### src/rtl/tplv_pkg.sv
// Shared constants and types for the two-point-light vertex shader.
`timescale 1ns / 1ps
package tplv_pkg;
	localparam int FIELD_W = 16;
	localparam int FRAC_BITS = 12;
	localparam int CFG_W = 48;
	localparam int NUM_LIGHTS = 2;
	localparam int DIR_W = 17;
	localparam int D_W = 22;
	localparam int LD_NW = 28;
	localparam int LD_W = 29;
	localparam int ATT_W = 32;
	localparam int ATT_NW = 43;
	localparam int SQ_IW = 44;
	localparam int SQ_RW = 22;
	localparam int ROUND_ADD = 64;
	localparam int ROUND_SHIFT = 7;
	localparam int CHAN_MAX = 31;
	localparam int CHAN_W = 5;
	localparam int QUEUE_DEPTH = 4;

	localparam logic [CFG_W-1:0] L1_POS_RST = 48'hF000_0C64_F000;
	localparam logic [CFG_W-1:0] L1_COL_RST = 48'h2000_2000_2000;
	localparam logic [CFG_W-1:0] L2_POS_RST = 48'h1000_1000_1000;
	localparam logic [CFG_W-1:0] L2_COL_RST = 48'h0000_0000_2000;

	typedef enum logic [1:0] {
		REG_L1_POS = 2'd0,
		REG_L1_COL = 2'd1,
		REG_L2_POS = 2'd2,
		REG_L2_COL = 2'd3
	} reg_idx_t;

	// one vertex after the front: light vectors, normal, squared lengths
	typedef struct packed {
		logic [NUM_LIGHTS-1:0][2:0][DIR_W-1:0] dir;
		logic [2:0][FIELD_W-1:0] nrm;
		logic [NUM_LIGHTS-1:0][D_W-1:0] d;
	} qent_t;
endpackage

### src/rtl/tplv_front.sv
// Front: accepts vertices, forms light vectors and squared lengths.
`timescale 1ns / 1ps
module tplv_front (
	input  logic clk,
	input  logic arst_n,
	input  logic in_valid,
	output logic in_ready,
	input  logic signed [tplv_pkg::FIELD_W-1:0] vertex_x,
	input  logic signed [tplv_pkg::FIELD_W-1:0] vertex_y,
	input  logic signed [tplv_pkg::FIELD_W-1:0] vertex_z,
	input  logic signed [tplv_pkg::FIELD_W-1:0] normal_x,
	input  logic signed [tplv_pkg::FIELD_W-1:0] normal_y,
	input  logic signed [tplv_pkg::FIELD_W-1:0] normal_z,
	input  logic [tplv_pkg::CFG_W-1:0] light_one_position,
	input  logic [tplv_pkg::CFG_W-1:0] light_two_position,
	input  logic queue_full,
	output logic push,
	output tplv_pkg::qent_t entry
);
	localparam int FW = tplv_pkg::FIELD_W;
	localparam int DW = tplv_pkg::DIR_W;
	localparam int NL = tplv_pkg::NUM_LIGHTS;

	logic valid_s1;
	logic [NL-1:0][2:0][DW-1:0] dir_s1;
	logic [2:0][FW-1:0] nrm_s1;
	logic [NL-1:0][2:0][DW-1:0] dir_n;
	logic advance;

	assign advance = !valid_s1 || !queue_full;
	assign in_ready = advance;
	assign push = valid_s1 && !queue_full;

	always_comb begin
		logic [2:0][FW-1:0] vtx;
		logic [FW-1:0] lp;
		vtx = {vertex_z, vertex_y, vertex_x};
		for (int l = 0; l < NL; l++) begin
			for (int k = 0; k < 3; k++) begin
				lp = (l == 0) ? light_one_position[FW*k +: FW] : light_two_position[FW*k +: FW];
				dir_n[l][k] = {lp[FW-1], lp} - {vtx[k][FW-1], vtx[k]};
			end
		end
	end

	always_ff @(posedge clk or negedge arst_n) begin
		if (!arst_n) begin
			valid_s1 <= 1'b0;
		end else if (advance) begin
			valid_s1 <= in_valid;
		end
	end

	always_ff @(posedge clk) begin
		if (advance && in_valid) begin
			dir_s1 <= dir_n;
			nrm_s1 <= {normal_z, normal_y, normal_x};
		end
	end

	// squared length; each square is nonnegative so the floor is a plain shift
	always_comb begin
		logic signed [DW-1:0] ds;
		logic signed [2*DW-1:0] sq;
		logic [tplv_pkg::D_W-1:0] acc;
		entry.dir = dir_s1;
		entry.nrm = nrm_s1;
		for (int l = 0; l < NL; l++) begin
			acc = '0;
			for (int k = 0; k < 3; k++) begin
				ds = $signed(dir_s1[l][k]);
				sq = (2*DW)'(ds) * (2*DW)'(ds);
				acc = acc + tplv_pkg::D_W'(sq[31:tplv_pkg::FRAC_BITS]);
			end
			entry.d[l] = acc;
		end
	end
endmodule

### config.mk
export PLATFORM = sky130hd
export DESIGN_NAME = tplv_front
export DESIGN_NICKNAME = d
export VERILOG_FILES = /design/src/rtl/tplv_pkg.sv /design/src/rtl/tplv_front.sv
export SDC_FILE = /design/constraint.sdc
export NUM_CORES = 2
export LEC_CHECK = 0
export ABC_CLOCK_PERIOD_IN_PS = 11870
export BUFFER_PORTS_ARGS = -buffer_cell sky130_fd_sc_hd__buf_2
export CORE_MARGIN = 2
export CORE_UTILIZATION = 40
export CTS_CLUSTER_SIZE = 8
export DETAILED_ROUTE_END_ITERATION = 10
export HOLD_SLACK_MARGIN = 0.06
export PLACE_DENSITY = 0.54
export SLEW_MARGIN = 20
export SYNTH_ARGS = -nofsm -noshare
export SYNTH_HDL_FRONTEND = slang
export SYNTH_SLANG_ARGS = --single-unit
### constraint.sdc
create_clock -name clk -period 11.87 [get_ports clk]
set_input_delay 1.7805 -clock clk [delete_from_list [all_inputs] [get_ports clk]]
set_output_delay 1.7805 -clock clk [all_outputs]
set_load 0.005 [all_outputs]
==> reports/qor.yml <==
run_status:
  outcome: "complete, no violations"
timing:
  worst_pin_slew_ns: 0.942
  fin_crit_sh: 0.955
  worst_clock_skew_ns: 0.0183
  setup_violations: 0
  drv_slew: 0
  fin_tns_setup_ns: 0
  fmax_mhz: 88.2
  period_needed_ns: 11.33
  rsz0062_at_grt: "no"
  hold_viol: 0
  slew_headroom: 0.372
floorplanning:
  fp-row-count: 148
  initial_core_util: 0.402
  dieArea_sq_um: 166000
  core_area_sq_um: 162000
  io_pins: 392
  die_w_um: 408
  die_h_um: 408
critical_path:
  crit_type: "flop to output pin"
  cp_slowest_stage_delay_ns: 0.56
  crit_family: "adder cells"
  crit_required_ns: 10.09
  worstReg2RegEnd: "entry[89]"
  critPathBufInv: 9
  startpoint_type: "flop"
  rr_startpoint: "valid_s1"
  r2r_cells: 4
  worstSetupEndpointType: "output pin"
  critPathMaxFanout: 12
  cp.arrival_ns: 9.55
  critPathSlowestCell: "a21boi_0"
  r2r_slack_ns: 9.40
drt:
  wirelength_mm: 164
  drc_errors: 0
  avgRoutedWirePerCell_um: 17.3
  dr.pass1.iters: 8
  vias: 44600
  drtIter0Drc: 1967
  viasPerCell: 4.72
  detail-route-antenna-nets: 0
grt:
  grt_max_degree: 58
  grt_use_total: 0.205
  grt_antenna_before_repair: 7
  gr-total-overflow: 0
  grt_pass1_vias: 49100
  grt_pass1_wl_mm: 266
clock_tree:
  cts_hold_buf: 0
  clk_pin_slew_worst_paths_ns: 0.08
  clock_path_buffers: 2
  cts_buffers: 17
  cts_sinks: 151
  cts_tree: "yes"
  clock_latency_ns: 0.56
  cts-root-buf: "clkbuf_16"
  h-tree-depth: 4
yosys:
  synth_fp_nets: 9214
  synthFlopType: "edfxtp_1"
  synth_edf_count: 150
  ys_async_sr_fraction: 0.00662
  syn-instance-count: 6817
  seq_area_frac_synth: 0.0695
  synth_area_sq_um: 65200
  ys_warn_count: 0
  yosys_register_bits: 151
  ys_types: 70
  avgSynthCellArea_sq_um: 9.56
cells_and_area:
  areaGrowthSynthToFinish_pct: 9.34
  nFillCells: 16000
  finalNetCount: 9660
  drive_gt1_frac: 0.0893
place:
  portBuffers: 391
  finalWeightedCongestion: 0.896
  hpwl_mm: 142
hold_path:
  min_path_cells: 2
  hp-start: "valid_s1"
  hold_path.class: "flop to flop"
  worst_hold_path.endpoint: "valid_s1"
job:
  maxCapViolations: 0
per-stage QoR:
step | hold slack, ns | instances | cell area (sq um) | utilization | setup WS, ns
2_1_floorplan | 0.498 | 6817 | 65200 | - | 1.49
3_3_place_gp | 0.495 | 9345 | 70100 | 0.432 | 0.488
3_5_place_dp | 0.517 | 9345 | 70100 | 0.432 | 0.340
4_1_cts | 0.541 | 9379 | 70700 | 0.436 | 0.0261
5_1_grt | 0.589 | 9452 | 71300 | 0.439 | 0.00328
6_report | 0.536 | 9456 | 71300 | 0.439 | 0.539
cell families (layout without fill, tap and decap cells):
| group | Yosys count | in the layout | share of synthesized area |
|---|---|---|---|
| muxes | 4 | 4 | 0.000691 |
| and+or+nand+nor | 1447 | 1447 | 0.107 |
| DFF | 151 | 151 | 0.0695 |
| adders and majority gates | 2201 | 2201 | 0.604 |
| AOI/OAI and AO/OA | 467 | 467 | 0.0480 |
| buffers and inverters | 2223 | 2682 | 0.128 |
| other | 0 | 5 | 0 |
| xor gates and xnor gates | 324 | 324 | 0.0435 |
worst max-delay path by stage:
stage	start	endpoint	slack, ns	cells past startpoint
floorplan	entry[145]	entry[42]	1.49	38
detailed placement	entry[167]	entry[41]	0.34	30
CTS	entry[164]	entry[42]	0.03	30
global placement	entry[167]	entry[41]	0.49	30
finish	entry[150]	entry[37]	0.54	34
global route	entry[130]	entry[19]	0.003	35
Yosys cell counts (all sizes together), types with 5 or more instances:
cell,instances,area [sq um]
nand3,49,245
a211oi,14,105
clkbuf,132,495
o21ai,98,490
a2111oi,7,80.1
nor2,233,875
a211o,7,61.3
a31oi,18,128
o2111ai,7,61.3
nand2b,58,363
nor3,45,225
a21boi,25,188
a21o,58,435
a31o,10,87.6
o211ai,8,70.1
a41o,11,121
nor2b,75,469
and2,318,1990
ha,628,7860
edfxtp,150,4500
o22ai,6,37.5
or3,15,93.8
o21bai,17,128
o31ai,5,37.5
nand4,11,68.8
nand3b,6,45.0
fa,1573,31500
xor2,86,753
o21a,27,203
nand2,573,2150
a21oi,117,586
and3,28,180
xnor2,238,2080
or2,24,150
inv,2086,7830
state kept, by name, indices dropped and copies added, names as in the netlist:
register,count
entry,150
valid_s1,1
area by class of cell:
type	count	area [sq um]	share of cell area
Antenna cell	5	12.5	0.000176
Clock buffer	18	429	0.00602
Clock inverter	14	133	0.00186
Inverter	2088	7840	0.110
Multi-Input combinational cell	4443	52400	0.735
Sequential cell	151	4530	0.0635
Tap cell	2175	2720	0.0382
Timing Repair Buffer	562	3240	0.0455
worst register-to-register path, cell delays in order (launching register included):
cell and delay, ns:
dfrtp_1 0.38, nand2_1 0.10, and2_4 0.44, buf_4 0.54, buf_4 0.56
layout by cell type (no fill, tap or decap), types with 11 or more instances in the layout:
cell type,n
ha_1,628
clkbuf_16,17
xnor2_1,238
a21boi_0,23
nand3_1,49
nor3_1,44
nand2_1,573
a31oi_1,16
nor2_1,233
o21a_1,27
or2_2,24
fa_1,1573
buf_4,170
xor2_1,86
a211oi_1,13
nand4_1,11
a21o_1,58
nor2b_1,74
inv_1,2086
nand2b_1,58
and2_1,316
a21oi_1,116
buf_2,391
o21ai_0,97
or3_1,15
edfxtp_1,150
o21bai_1,17
and3_1,27
what timing repair did:
item | in CTS | in global routing
endpoints found under the setup margin | 5 | 14
cloned | 0 | 0
resized for setup | 1 | 12
setup buffers | 2 | 72
pin swaps | 0 | 1
layer usage:
metal	part of all wire	vias up	GRT usage
met5	0.00030	-	0
met4	0.031	10	0.0635
met3	0.047	152	0.0354
met2	0.48	818	0.344
met1	0.44	22800	0.272
li1	-	20900	-
Power is left out: the tool's default activity adds up to more than one toggle a clock period on the data nets, which glitch-free logic cannot reach.
