### config.mk
export PLATFORM = sky130hd
export DESIGN_NAME = tplv_queue
export DESIGN_NICKNAME = d
export VERILOG_FILES = /design/src/rtl/tplv_pkg.sv /design/src/rtl/tplv_queue.sv
export SDC_FILE = /design/constraint.sdc
export NUM_CORES = 1
export LEC_CHECK = 0
export BUFFER_PORTS_ARGS = -buffer_cell sky130_fd_sc_hd__buf_2
export CORE_MARGIN = 3
export CORE_UTILIZATION = 45
export CTS_BUF_LIST = sky130_fd_sc_hd__clkbuf_2 sky130_fd_sc_hd__clkbuf_4 sky130_fd_sc_hd__clkbuf_8
export DETAILED_ROUTE_END_ITERATION = 12
export PLACE_DENSITY = 0.63
export SETUP_SLACK_MARGIN = 0.4
export SYNTH_ARGS = -nofsm -noshare
export SYNTH_HDL_FRONTEND = slang
export SYNTH_SLANG_ARGS = --single-unit
### constraint.sdc
create_clock -name clk -period 10.4 [get_ports clk]
set_input_delay 2.08 -clock clk [delete_from_list [all_inputs] [get_ports clk]]
set_output_delay 2.08 -clock clk [all_outputs]
set_load 0.02 [all_outputs]
### src/rtl/tplv_pkg.sv
// Shared constants and types for the two-point-light vertex shader.
`timescale 1ns / 1ps
package tplv_pkg;
	localparam int FIELD_W = 16;
	localparam int FRAC_BITS = 12;
	localparam int CFG_W = 48;
	localparam int NUM_LIGHTS = 2;
	localparam int DIR_W = 17;
	localparam int D_W = 22;
	localparam int LD_NW = 28;
	localparam int LD_W = 29;
	localparam int ATT_W = 32;
	localparam int ATT_NW = 43;
	localparam int SQ_IW = 44;
	localparam int SQ_RW = 22;
	localparam int ROUND_ADD = 64;
	localparam int ROUND_SHIFT = 7;
	localparam int CHAN_MAX = 31;
	localparam int CHAN_W = 5;
	localparam int QUEUE_DEPTH = 4;

	localparam logic [CFG_W-1:0] L1_POS_RST = 48'hF000_0C64_F000;
	localparam logic [CFG_W-1:0] L1_COL_RST = 48'h2000_2000_2000;
	localparam logic [CFG_W-1:0] L2_POS_RST = 48'h1000_1000_1000;
	localparam logic [CFG_W-1:0] L2_COL_RST = 48'h0000_0000_2000;

	typedef enum logic [1:0] {
		REG_L1_POS = 2'd0,
		REG_L1_COL = 2'd1,
		REG_L2_POS = 2'd2,
		REG_L2_COL = 2'd3
	} reg_idx_t;

	// one vertex after the front: light vectors, normal, squared lengths
	typedef struct packed {
		logic [NUM_LIGHTS-1:0][2:0][DIR_W-1:0] dir;
		logic [2:0][FIELD_W-1:0] nrm;
		logic [NUM_LIGHTS-1:0][D_W-1:0] d;
	} qent_t;
endpackage

### src/rtl/tplv_queue.sv
// Short FIFO between front and back.
`timescale 1ns / 1ps
module tplv_queue #(
	parameter int DEPTH = tplv_pkg::QUEUE_DEPTH
) (
	input  logic clk,
	input  logic arst_n,
	input  logic push,
	input  tplv_pkg::qent_t wdata,
	output logic full,
	input  logic pop,
	output tplv_pkg::qent_t rdata,
	output logic empty
);
	localparam int PW = $clog2(DEPTH);
	localparam int CW = $clog2(DEPTH + 1);

	tplv_pkg::qent_t mem_q [DEPTH];
	logic [PW-1:0] wr_ptr_q;
	logic [PW-1:0] rd_ptr_q;
	logic [CW-1:0] count_q;

	assign full = (count_q == CW'(DEPTH));
	assign empty = (count_q == '0);
	assign rdata = mem_q[rd_ptr_q];

	always_ff @(posedge clk or negedge arst_n) begin
		if (!arst_n) begin
			wr_ptr_q <= '0;
			rd_ptr_q <= '0;
			count_q <= '0;
		end else begin
			if (push) begin
				wr_ptr_q <= (wr_ptr_q == PW'(DEPTH - 1)) ? '0 : wr_ptr_q + 1'b1;
			end
			if (pop) begin
				rd_ptr_q <= (rd_ptr_q == PW'(DEPTH - 1)) ? '0 : rd_ptr_q + 1'b1;
			end
			if (push && !pop) begin
				count_q <= count_q + 1'b1;
			end else if (pop && !push) begin
				count_q <= count_q - 1'b1;
			end
		end
	end

	always_ff @(posedge clk) begin
		if (push) begin
			mem_q[wr_ptr_q] <= wdata;
		end
	end
endmodule

==> metrics.txt, run 1 <==
Nets 1745; TritonCTS buffer count 121; clock buffer depth 3; switch share 31.86%; Post-Syn Area 28490 um^2; DR vias 12890; core outline area 62170 um^2; pins over their slew limit 0; CP top delay family buffers and inverters; CP Data Required Time 8.32 ns; max-cap violation count 0; CP Max Fanout 37; Clk Latency, worst-skew pair 0.70 ns; register clock-pin slew on the reported worst setup and hold paths 0.06 ns; final count of hold timing violations 0; Synth Flop Type edfxtp_1; WL per Instance 22.42 um; Starting Density 45.83%; RSZ-0062 raised after global routing false; Mapped Nets 1256; setup violators final 0; Post-CTS Hold Buffers 0; die area 66370 um^2; cell accounting for the most synthesized area edfxtp_1; placed cell area 31330 um^2; buffers added on ports 393; status finished, final reports clean; Slowest-stage cell, CP dfrtp_4; H-tree depth 3; Synth area leaders edfxtp_1 82%, mux4_2 14%, mux4_1 1.9%; Rel. slew slack 13.94%; clock sink count 783; Commonest cells post-synth 776 x edfxtp_1, 173 x mux4_2, 22 x buf_2; P&R area growth vs syn 18.30%; minimum clock period 5.624 ns; I/O pins 394; crit-path most repeated cell buf_4; crit-path max cell delay 0.67 ns; Via density 5.190; post-CTS sizing 0; Net Switching 3.047 mW; Worst Skew 0.03087 ns; Max VDD drop 0.2000 mV; dpl hpwl 32750 um; largest net degree at the start of global routing 114; CP Launch Type flip-flop; synth unique cells 20; initial antenna violation count 10; period utilization 54.08%; global route overflow 0; crit path DAT 3.54 ns; CP cell instances buf_4 -> buf_4 -> mux4_1 -> buf_2; Post-Route WL 55670 um; crit path kind reg2out; first-pass GRT wire length 84790 um; slew of the pin with the lowest slew margin 1.291 ns; antenna viol nets, final 0; top-area cell type share of the netlist area 81.79%; Seq cells post-synth 783; CTS tree done; Gate power share 30.3%; layout cells sized above 1 47.44%; setup TNS 0 ns; GP Congestion 0.7226; Fmax 0.1778 GHz; PD cells 283.8 nW/um^2; std cell rows 91; chip width 257.6 um; Finished Cell Area 33700 um^2; post-CTS setup buffers 0; post-synthesis sequential area ratio 82.41%; Mean Syn Cell Area 27.11 um^2; Hold WS 0.5061 ns; Pre-Repair DR Iteration Count 5; Synthesis Warnings 0; worst path bufs/invs 3; Total GRT Usage 16.91%; count leader, synth edfxtp_1; worst hold path class reg2reg; Iter 0 DRT Violations 843; Post-synth EDFFs 776; Reg power frac 44.1%; Die Ht 257.6 um; Synth Instances 1051; Internal Pwr Total 6.518 mW; CTS root buffer clkbuf_8; # DRC 0; leak pwr 11.52 nW; number of global-route vias before repair 13840; power share of the clock group 25.5%; CP Capture Type output pin; ys async rst share 0.8940%
[worst paths after layout]
| check | start | end | slack, ns | cells after the start |
|---|---|---|---|---|
| max in group asynchronous | arst_n | rd_ptr_q[1] | 8.98 | 1 |
| worst max-delay path | rd_ptr_q[0] | rdata[40] | 4.78 | 4 |
| min in group asynchronous | arst_n | wr_ptr_q[0] | 1.23 | 1 |
| worst max register to register | wr_ptr_q[1] | mem_q[1][62] | 7.28 | 5 |
| worst min-delay path | count_q[2] | count_q[2] | 0.51 | 1 |
| worst min register to register | count_q[2] | count_q[2] | 0.51 | 1 |
[per-stage QoR]
step                      setup WS [ns]  util [%]  total power [mW]  instances
after global routing              4.400     54.18             10.04       2475
after CTS                         4.548     54.18             9.741       2475
after global placement            5.370     50.40             7.238       2254
after detailed placement          5.318     50.40             7.271       2254
after floorplan                   3.339         -             6.399       1051
final                             4.776     54.21             9.565       2483
[metal layers]
metal | track usage, % | vias up | routed length [um]
met5 | 0 | - | 63
met4 | 5.121 | 10 | 1051
met3 | 5.413 | 102 | 4404
met2 | 27.00 | 403 | 27520
met1 | 22.52 | 6760 | 22630
li1 | - | 5612 | -
[registers in the layout (all words and copies together), names as in the netlist]
register and count:
rd_ptr_q 2, mem_q 776, wr_ptr_q 2, count_q 3
[cells by family (layout without fill, tap and decap cells)]
kind of cell / Yosys count / count (layout) / synth area share (%)
fa+ha+maj: 7 / 7 / 0.3338
mux: 197 / 197 / 15.73
flops: 783 / 783 / 82.41
compound gates: 2 / 2 / 0.03514
other cells: 0 / 8 / 0
buf+inv: 48 / 635 / 1.203
xor+xnor: 3 / 3 / 0.09224
simple gates: 11 / 11 / 0.1976
[layout make-up]
cell class / count / area [um^2]
fillers: 4806 / 28460
flip-flops and latches: 783 / 23490
multi-input cells: 220 / 4679
repair buffers: 410 / 2107
clock buffers: 163 / 1999
well taps: 837 / 1047
clock inverters: 58 / 350.3
diodes: 8 / 20.02
inverters: 4 / 15.01
[cells in the final DEF (no fill, tap or decap), drive strengths merged]
cell / netlist / routed
and2: 4 / 4
fa: 1 / 1
nor2: 3 / 3
bufinv: 0 / 3
mux2: 3 / 3
diode: 0 / 8
xor2: 2 / 2
xnor2: 1 / 1
nand2: 2 / 2
mux4: 194 / 194
clkinv: 0 / 52
nor3: 1 / 1
buf: 39 / 410
dfrtp: 7 / 7
edfxtp: 776 / 776
clkinvlp: 0 / 3
ha: 6 / 6
inv: 4 / 4
nor3b: 1 / 1
o21ai: 2 / 2
clkbuf: 5 / 163
[power groups by stage]
| stage | registers [mW] | clock network [mW] | logic [mW] |
|---|---|---|---|
| CTS | 4.23 | 2.53 | 2.98 |
| finish | 4.22 | 2.44 | 2.90 |
| global placement | 4.27 | 0 | 2.97 |
| floorplan | 4.28 | 0 | 2.12 |
| detailed placement | 4.30 | 0 | 2.98 |
| global route | 4.27 | 2.67 | 3.09 |
(Power assumes the default switching activity.)
==> inputs of run 2 (changes only) <==
==> constraint.sdc (replaced) <==
create_clock -name clk -period 5.3 [get_ports clk]
set_input_delay 1.06 -clock clk [delete_from_list [all_inputs] [get_ports clk]]
set_output_delay 1.06 -clock clk [all_outputs]
set_load 0.02 [all_outputs]
==> metrics.txt, run 2 (synthesized netlist as in run 1, its figures left out) <==
status finished, final reports clean; register clock-pin slew on the reported worst setup and hold paths 0.06 ns; wl on met1 22660 um; leak pwr 11.47 nW; minimum clock period 3.904 ns; chip width 257.6 um; PD cells 552.2 nW/um^2; clock sink count 783; Slowest-stage cell, CP dfrtp_4; Fmax 0.2562 GHz; CP Max Fanout 54; register bank with the most flops mem_q; post-CTS setup buffers 0; antenna viol nets, final 0; std cell rows 91; I/O pins 394; layout cells sized above 1 46.95%; pins over their slew limit 0; H-tree depth 3; Nets 1749; Pre-Repair DR Iteration Count 5; Worst Skew 0.04454 ns; Post-CTS Hold Buffers 0; CTS tree done; Via density 5.224; setup TNS 0 ns; slew of the pin with the lowest slew margin 0.9570 ns; die area 66370 um^2; buffers added on ports 393; RSZ-0062 raised after global routing false; final count of hold timing violations 0; DR vias 12920; Rel. slew slack 36.20%; TritonCTS buffer count 121; WL met3 4537 um; Clk Latency, worst-skew pair 0.71 ns; global route overflow 0; Regs by FF count mem_q: 776 flops, count_q: 3 flops; worst hold path class in2async; post-CTS sizing 0; largest net degree at the start of global routing 82; FILL cells 4763; storage element area 23490 um^2; Post-Route WL 56880 um; commonest non-fill, non-tap cell in the layout edfxtp_1; P&R area growth vs syn 18.27%; crit path DAT 2.84 ns; setup violators final 0; dpl hpwl 34090 um; CP Capture Type output pin; Starting Density 45.83%; Total GRT Usage 17.26%; Max VDD drop 0.2927 mV; Power Total 18.61 mW; clock buffer depth 3; Largest register FFs 776; area occupied by multi-input gates 4679 um^2; core outline area 62170 um^2; CP Data Required Time 4.24 ns; # DRC 0; WL per Instance 22.99 um; WL met2 28230 um; most frequent cells in the layout 776 x edfxtp_1, 393 x buf_2, 173 x mux4_2; CP Launch Type flip-flop; Finished Cell Area 33690 um^2; max-cap violation count 0; initial antenna violation count 18; period utilization 73.66%; placed cell area 31490 um^2; highest metal used met5; number of global-route vias before repair 13890; GP Congestion 0.7087; CP cell instances buf_4 -> mux4_1 -> buf_2; CTS root buffer clkbuf_8; crit path kind reg2out; Iter 0 DRT Violations 767; Die Ht 257.6 um; first-pass GRT wire length 86070 um; crit-path max cell delay 1.05 ns
## run 2: worst paths after layout
check                             from       endpoint  slack (ns)  cells past startpoint
max                        rd_ptr_q[1]     rdata[131]        1.40                      3
min                             arst_n     count_q[1]        0.20                      1
max reg2reg                wr_ptr_q[1]  mem_q[0][152]        3.00                      4
min reg2reg                 count_q[2]     count_q[2]        0.50                      1
max in group asynchronous       arst_n    rd_ptr_q[0]        4.89                      1
min in group clk            count_q[2]     count_q[2]        0.50                      1
## run 2: metrics by stage
step / hold WS, ns / util (%) / cells / setup slack (ns)
4_1_cts: 0.1034 / 54.15 / 2462 / 1.247
5_1_grt: 0.1206 / 54.17 / 2468 / 1.151
6_report: 0.1958 / 54.20 / 2474 / 1.396
2_1_floorplan: 0.4563 / - / 1051 / 1.402
3_5_place_dp: 0.4870 / 50.65 / 2258 / 2.029
3_3_place_gp: 0.4721 / 50.65 / 2258 / 2.042
## run 2: final cells by class
class	instances	share of cell area, %
Clock buffer	153	5.674
Timing Repair Buffer	414	6.714
Sequential cell	783	69.70
Clock inverter	51	0.7798
Antenna cell	12	0.08912
Inverter	4	0.04456
Tap cell	837	3.108
Multi-Input combinational cell	220	13.89
## run 2: critical path, delay by kind of cell, from the launching register on
family,cells,cell delay [ns]
buffers and inverters,2,0.71
DFF,1,1.05
muxes,1,0.38
## run 2: report_power, final
group	internal [mW]	leakage [nW]	switching, mW	total (mW)
Sequential	7.93	7.21	0.344	8.27
Clock	2.38	1.14	2.16	4.54
Combinational	2.31	3.12	3.47	5.79
Total	12.6	11.5	5.98	18.6
## run 2: layer usage
layer / GRT usage, % / vias to the layer above
met2: 27.67 / 380
li1: - / 5619
met1: 22.20 / 6797
met3: 6.257 / 115
met4: 5.512 / 12
met5: 0 / -
